## src/rtl/core/tpwl_pkg.sv

```systemverilog
`default_nettype none

package tpwl_pkg;

   localparam int TABLE_DEPTH_DEF = 256;

   // Number of slots that an entry_index can reach
   localparam int INDEX_REACH = 256;

   localparam logic [15:0] WILDCARD = 16'hFFFF;

   // 4.1868 as unsigned Q3.20, carried signed for the multiply
   localparam logic signed [23:0] KJ_FACTOR = 24'sd4390178;
   localparam logic signed [39:0] ROUND_POS = 40'sd524288;
   localparam logic signed [39:0] ROUND_NEG = 40'sd524287;
   localparam logic signed [39:0] KJ_MAX = 40'sd262143;
   localparam logic signed [39:0] KJ_MIN = -40'sd262144;

   localparam logic OP_LOAD = 1'b0;
   localparam logic OP_LOOKUP = 1'b1;

   typedef enum logic [1:0] {
      ST_IDLE,
      ST_SCAN,
      ST_MUL,
      ST_EMIT
   } state_type;

   function automatic logic end_ok(logic [15:0] stored, logic [15:0] query);
      return (stored == query) || (stored == WILDCARD);
   endfunction

   // Types: a in bits 15..0, b 31..16, c 47..32, d 63..48
   function automatic logic types_match(logic [63:0] entry, logic [63:0] query);
      logic fwd;
      logic rev;
      fwd = (entry[31:16] == query[31:16]) && (entry[47:32] == query[47:32]) &&
            end_ok(entry[15:0], query[15:0]) && end_ok(entry[63:48], query[63:48]);
      rev = (entry[47:32] == query[31:16]) && (entry[31:16] == query[47:32]) &&
            end_ok(entry[63:48], query[15:0]) && end_ok(entry[15:0], query[63:48]);
      return fwd || rev;
   endfunction

endpackage

`default_nettype wire

```

## src/rtl/core/tpwl_kj_conv.sv

```systemverilog
`default_nettype none

module tpwl_kj_conv (
   input  wire                clock,
   input  wire  signed [15:0] kcal,
   output logic signed [18:0] kj
);

   logic signed [38:0] prod_ff;
   logic signed [38:0] prod_in;
   logic signed [39:0] rounded;
   logic signed [39:0] scaled;

   assign prod_in = 39'(kcal) * 39'(tpwl_pkg::KJ_FACTOR);

   always_ff @(posedge clock) begin
      prod_ff <= prod_in;
   end

   // Round half away from zero, drop the 20 fraction bits, then clamp to 19-bit signed
   always_comb begin
      rounded = 40'(prod_ff) + (prod_ff[38] ? tpwl_pkg::ROUND_NEG : tpwl_pkg::ROUND_POS);
      scaled = rounded >>> 20;
      if (scaled > tpwl_pkg::KJ_MAX) begin
         kj = 19'(tpwl_pkg::KJ_MAX);
      end else if (scaled < tpwl_pkg::KJ_MIN) begin
         kj = 19'(tpwl_pkg::KJ_MIN);
      end else begin
         kj = scaled[18:0];
      end
   end

endmodule

`default_nettype wire

```

## config.mk

```make
export PLATFORM = sky130hd
export DESIGN_NAME = tpwl_kj_conv
export DESIGN_NICKNAME = d
export VERILOG_FILES = /design/src/rtl/core/tpwl_pkg.sv /design/src/rtl/core/tpwl_kj_conv.sv
export SDC_FILE = /design/constraint.sdc
export NUM_CORES = 1
export LEC_CHECK = 0
export BUFFER_PORTS_ARGS = -buffer_cell sky130_fd_sc_hd__clkbuf_2
export CORE_UTILIZATION = 62
export CTS_BUF_LIST = sky130_fd_sc_hd__clkbuf_8
export CTS_CLUSTER_SIZE = 16
export DETAILED_ROUTE_END_ITERATION = 16
export GPL_TIMING_DRIVEN = 0
export PLACE_DENSITY = 0.81
export SLEW_MARGIN = 0
export SYNTH_ARGS = -nofsm -noshare
export SYNTH_HDL_FRONTEND = slang
export SYNTH_SLANG_ARGS = --single-unit
```

## constraint.sdc

```tcl
create_clock -name clock -period 8.15 [get_ports clock]
set_input_delay 0 -clock clock [delete_from_list [all_inputs] [get_ports clock]]
set_output_delay 0 -clock clock [all_outputs]
set_load 0.05 [all_outputs]
```

==> flow_summary.ini, run 1 <==
[status]
status = finished clean

[die]
fp.dieH_um = 109
die_area_um2 = 11900
pin_count = 36
rows = 38
die_w_um = 109
initial_utilization_pct = 64.5
core_area_um2 = 11000

[layout]
final_cell_mix = ha_1, inv_1, fa_1
top_regs = prod_ff x38
largest_reg_flops = 38
area_growth_pct = 6.20
nNetsFinal = 1043
antenna_cells = 0
regMostFlops = prod_ff
drive_gt1_share_pct = 7.96
post-route-util_pct = 68.5
final_common_cell = ha_1
fillerInstances = 848
final_area_um2 = 7560

[yosys]
ys.flop_type = dfxtp_1
synth_nets = 1001
synth_area_um2 = 7120
ys_seq_area_share_pct = 10.7
synthArstFlopShare_pct = 0
synthCells = 723
yosysWarnings = 0
ys_ff_latch = 38
synth_edf_count = 0
synth.avg_cell_area_um2 = 9.85
yosysUniqueCellTypes = 61

[cts]
clk_path_buf_depth = 2
cts_tree = built
cts-root-buf = clkbuf_8
post_cts_buffers = 0
cts_resized = 0
clk_pin_slew_ns = 0.07
clock-sinks = 38
hold_buffers = 0
h-tree-depth = 2
cts_buffers = 5

[worst_setup_path]
crit_fanout = 7
crit_path_max_incr_delay_ns = 0.54
cp_cell_sequence = clkbuf_2 > inv_1 > fa_1 > inv_1 > fa_1 > fa_1 > fa_1 > fa_1 > fa_1 > ha_1 > and4_1 > nand2_1 > or3_1 > o21ai_0 > o32a_2 > nor4b_2 > a211o_1
cp.arrival_ns = 5.49
crit_start = kcal[10]
slowest_stage = fa_1
crit_type = in -> reg
worst_ep_required_time_ns = 8.32
crit_buf_inv = 3
path_common_cell = fa_1
worstSetupEndpointType = register
start_kind = primary input
critical-path-top-delay-family = adder cells

[timing]
drv_slew = 0
whs_ns = 0.0398
finalSetupTns_ns = 0
setup_viol = 0
relSlewSlack_pct = 56.6
fin_crit_sh_pct = 65.3
fmax_mhz = 188
fin_crit_ns = 5.32
rsz0062_at_grt = false
worstMarginPinSlew_ns = 0.650
hold_violations = 0

[drt]
vias = 5272
remaining_drc_errors = 0
dr.pass1.iters = 4
drt-total-wl_mm = 15.4
first_iter_violations = 266
viasPerCell = 5.82
ant_nets = 0
drt-wirelength-per-cell_um = 17.0

[global_route]
gr-total-overflow = 0
grt_max_degree = 19
grt_antenna_before_repair = 0
grt_pass1_vias = 5295
grt_pass1_wl_mm = 25.0
grt.total_usage_pct = 27.5

[min_path]
hold_path.class = in -> reg
min_from = kcal[3]

[placement]
place_hpwl_mm = 13.3
io_buffers = 35
gp_congestion = 0.889
dpl_cell_area_um2 = 7470

[flow_run]
max_cap_viol_count = 0
[per-layer routing]
metal | track usage (%) | vias up | wire length (µm)
met4 | 6.95 | 0 | 265
met2 | 48.3 | 135 | 7600
met1 | 36.4 | 2569 | 6810
met3 | 2.21 | 20 | 739
met5 | 0 | - | 0
li1 | - | 2548 | -
[metrics by stage]
stage / std cells / setup WS, ns
2_1_floorplan: 723 / 3.23
3_3_place_gp: 898 / 2.57
3_5_place_dp: 898 / 2.54
4_1_cts: 906 / 2.84
5_1_grt: 906 / 2.53
6_report: 906 / 2.83
[cell type report]
| class | count | area (µm²) | area share (%) |
|---|---|---|---|
| plain buffers | 5 | 22.5 | 0.298 |
| clock buffers | 6 | 82.6 | 1.09 |
| clock inverters | 2 | 8.76 | 0.116 |
| inverters | 137 | 514 | 6.80 |
| multi-input cells | 543 | 5820 | 77.0 |
| flip-flops and latches | 38 | 761 | 10.1 |
| well taps | 140 | 175 | 2.32 |
| repair buffers | 35 | 175 | 2.32 |
[worst paths after layout]
path          end  depth (start not counted)  slack [ns]
min    prod_ff[4]                          1        0.04
max   prod_ff[33]                         17        2.83
[synthesized netlist by cell type, types with 2 or more instances]
cell type / number / area, µm²
buf_2: 3 / 15.0
or3_1: 5 / 31.3
nand2b_1: 9 / 56.3
mux2i_1: 2 / 20.0
o31a_1: 3 / 26.3
and2_1: 2 / 12.5
clkbuf_1: 2 / 7.51
nand3_1: 16 / 80.1
fa_1: 90 / 1800
nand2_1: 22 / 82.6
nand4b_1: 3 / 26.3
o21ai_1: 13 / 65.1
and4b_1: 2 / 20.0
o211ai_1: 4 / 30.0
nor2_1: 22 / 82.6
a31oi_1: 4 / 25.0
a211oi_2: 2 / 25.0
a41o_1: 2 / 20.0
mux2_1: 2 / 22.5
inv_1: 136 / 510
o21a_1: 6 / 45.0
a211oi_1: 6 / 45.0
nor3_1: 9 / 45.0
ha_1: 171 / 2140
a21o_1: 15 / 113
xor2_1: 12 / 105
o21bai_1: 2 / 15.0
and3_1: 7 / 43.8
nand4_1: 7 / 43.8
a21bo_1: 3 / 30.0
dfxtp_1: 38 / 761
xnor2_1: 21 / 184
a21oi_1: 29 / 145
o21ai_0: 13 / 65.1
a21oi_2: 2 / 17.5
a211o_1: 4 / 35.0
o31ai_1: 5 / 37.5
nor2b_1: 3 / 18.8
nand3b_1: 4 / 30.0
[logic make-up after synthesis]
| logic type | share of synthesized area, % |
|---|---|
| flops | 10.7 |
| buf+inv | 7.54 |
| xor+xnor | 4.06 |
| simple gates | 9.28 |
| fa+ha+maj | 55.4 |
| mux | 0.756 |
| compound gates | 12.3 |
Power of run 1 is left out: the tool's default activity adds up to more than one toggle a clock period on the data nets, which glitch-free logic cannot reach.
==> inputs of run 2 (changes only) <==
- ABC_AREA: not set -> 1
- CORE_UTILIZATION: 62 -> 59
- PLACE_DENSITY: 0.81 -> 0.8
- clock period: 8.15 -> 4.8 ns (I/O delays scaled with it)
==> flow_summary.ini, run 2 <==
[status]
status = finished clean

[die]
fp.dieH_um = 122
pin_count = 36
rows = 43
initial_utilization_pct = 60.7
die_area_um2 = 14800
die_w_um = 122
core_area_um2 = 13900

[cts]
clock-sinks = 38
cts_buffers = 5
cts_tree = built
clk_path_buf_depth = 2
clk_pin_slew_ns = 0.08
cts-root-buf = clkbuf_8
h-tree-depth = 2

[layout]
nNetsFinal = 1495
area_growth_pct = 7.71
antenna_cells = 0
drive_gt1_share_pct = 7.96
final_common_cell = nand2_1
final_area_um2 = 9110
final_cell_mix = nand2_1, inv_1, ha_1
top_regs = prod_ff x38
largest_reg_flops = 38
regMostFlops = prod_ff

[worst_setup_path]
crit_start = kcal[9]
crit_type = in -> reg
crit_fanout = 7
worstSetupEndpointType = register
cp.arrival_ns = 4.87
worst_ep_required_time_ns = 5.01
start_kind = primary input
critPathCapture = prod_ff[28]

[global_route]
gr-total-overflow = 0
grt_pass1_wl_mm = 33.9
grt_antenna_before_repair = 0
grt.total_usage_pct = 29.5
grt_pass1_vias = 7283
grt_max_degree = 21

[min_path]
hold_path.class = in -> reg
hold_depth = 1

[drt]
drt-total-wl_mm = 20.2
viasPerCell = 5.25
ant_nets = 0
dr.pass1.iters = 5
vias = 7341
remaining_drc_errors = 0
drt-wirelength-per-cell_um = 14.4
first_iter_violations = 462

[yosys]
ys_seq_area_share_pct = 9.00
synth_nets = 1449
synthArstFlopShare_pct = 0
synth_area_leaders = ha_1, fa_1, nand2_1, inv_1, dfxtp_1
synth_edf_count = 0
yosysWarnings = 0
yosys-top-cells-count = nand2_1, inv_1, ha_1
synthCells = 1171
synth_top_area_share_pct = 25.3
yosysMostFrequentCell = nand2_1
yosysUniqueCellTypes = 33
ys_ff_latch = 38
yosys.area.top_type = ha_1
synth_area_um2 = 8460
ys.flop_type = dfxtp_1
synth.avg_cell_area_um2 = 7.22

[timing]
relSlewSlack_pct = 53.4
drv_slew = 0
whs_ns = 0.0123
setup_viol = 0
rsz0062_at_grt = true
hold_violations = 0
worstMarginPinSlew_ns = 0.698
fin_crit_ns = 4.66
fin_crit_sh_pct = 97.0
fmax_mhz = 215

[flow_run]
max_cap_viol_count = 0

[placement]
io_buffers = 35
dpl_cell_area_um2 = 8860
place_hpwl_mm = 17.5
gp_congestion = 0.937
run 2: repair_timing:
item,4_1_cts,5_1_grt
resized for setup,3,41
cloned,0,0
pin swaps,0,5
hold endpoints to repair,0,1
endpoints found under the setup margin,5,18
hold buffers,0,1
buffers inserted,0,3
run 2: cell type report:
type,count,area [µm²]
tap,180,225
timing repair buffer,39,215
inverter,267,1000
fill,1272,4830
buffer,1,11.3
clock buffer,5,68.8
sequential,38,761
multi-input combinational,865,6810
clock inverter,3,17.5
run 2: kinds of logic (layout without fill, tap and decap cells):
family | count (synthesis) | after routing | share of synthesized area, %
fa+ha+maj | 261 | 261 | 46.6
simple gates | 504 | 504 | 25.0
flops | 38 | 38 | 9.00
compound gates | 79 | 79 | 5.21
xor+xnor | 21 | 21 | 2.17
buf+inv | 268 | 315 | 12.0
run 2: critical path, stage by stage:
cell	delay (ns)
clkbuf_2	0.23
fa_2	0.68
inv_1	0.07
fa_1	0.40
fa_1	0.56
inv_1	0.05
fa_1	0.46
fa_1	0.53
fa_2	0.44
ha_4	0.31
nand2_1	0.10
inv_1	0.09
nand3_1	0.17
nor3_4	0.28
nand3_1	0.15
nand3_1	0.17
xor2_1	0.19
run 2: stage by stage:
stage	util [%]	worst slack (ns)	TNS [ns]	cells
after global routing	65.4	-0.0293	-0.0441	1398
after detailed placement	63.6	-0.390	-4.45	1386
after floorplan	-	0.385	0	1171
after CTS	64.3	0.00209	0	1394
final	65.4	0.145	0	1398
after global placement	63.6	-0.364	-3.84	1386
run 2: worst min-delay path by stage:
stage / start / end
final: kcal[0] / prod_ff[1]
after global placement: kcal[3] / prod_ff[4]
after floorplan: kcal[0] / prod_ff[1]
after detailed placement: kcal[3] / prod_ff[4]
after CTS: kcal[3] / prod_ff[4]
after global routing: kcal[1] / prod_ff[2]
run 2: layer usage:
metal | global-route usage [%] | up-vias | share of wire [%]
met5 | 0 | - | 0
met4 | 5.48 | 0 | 1.0
met3 | 2.81 | 24 | 5.0
met2 | 52.5 | 180 | 49
met1 | 38.9 | 3417 | 45
li1 | - | 3720 | -
Power of run 2 is left out for the same reason.
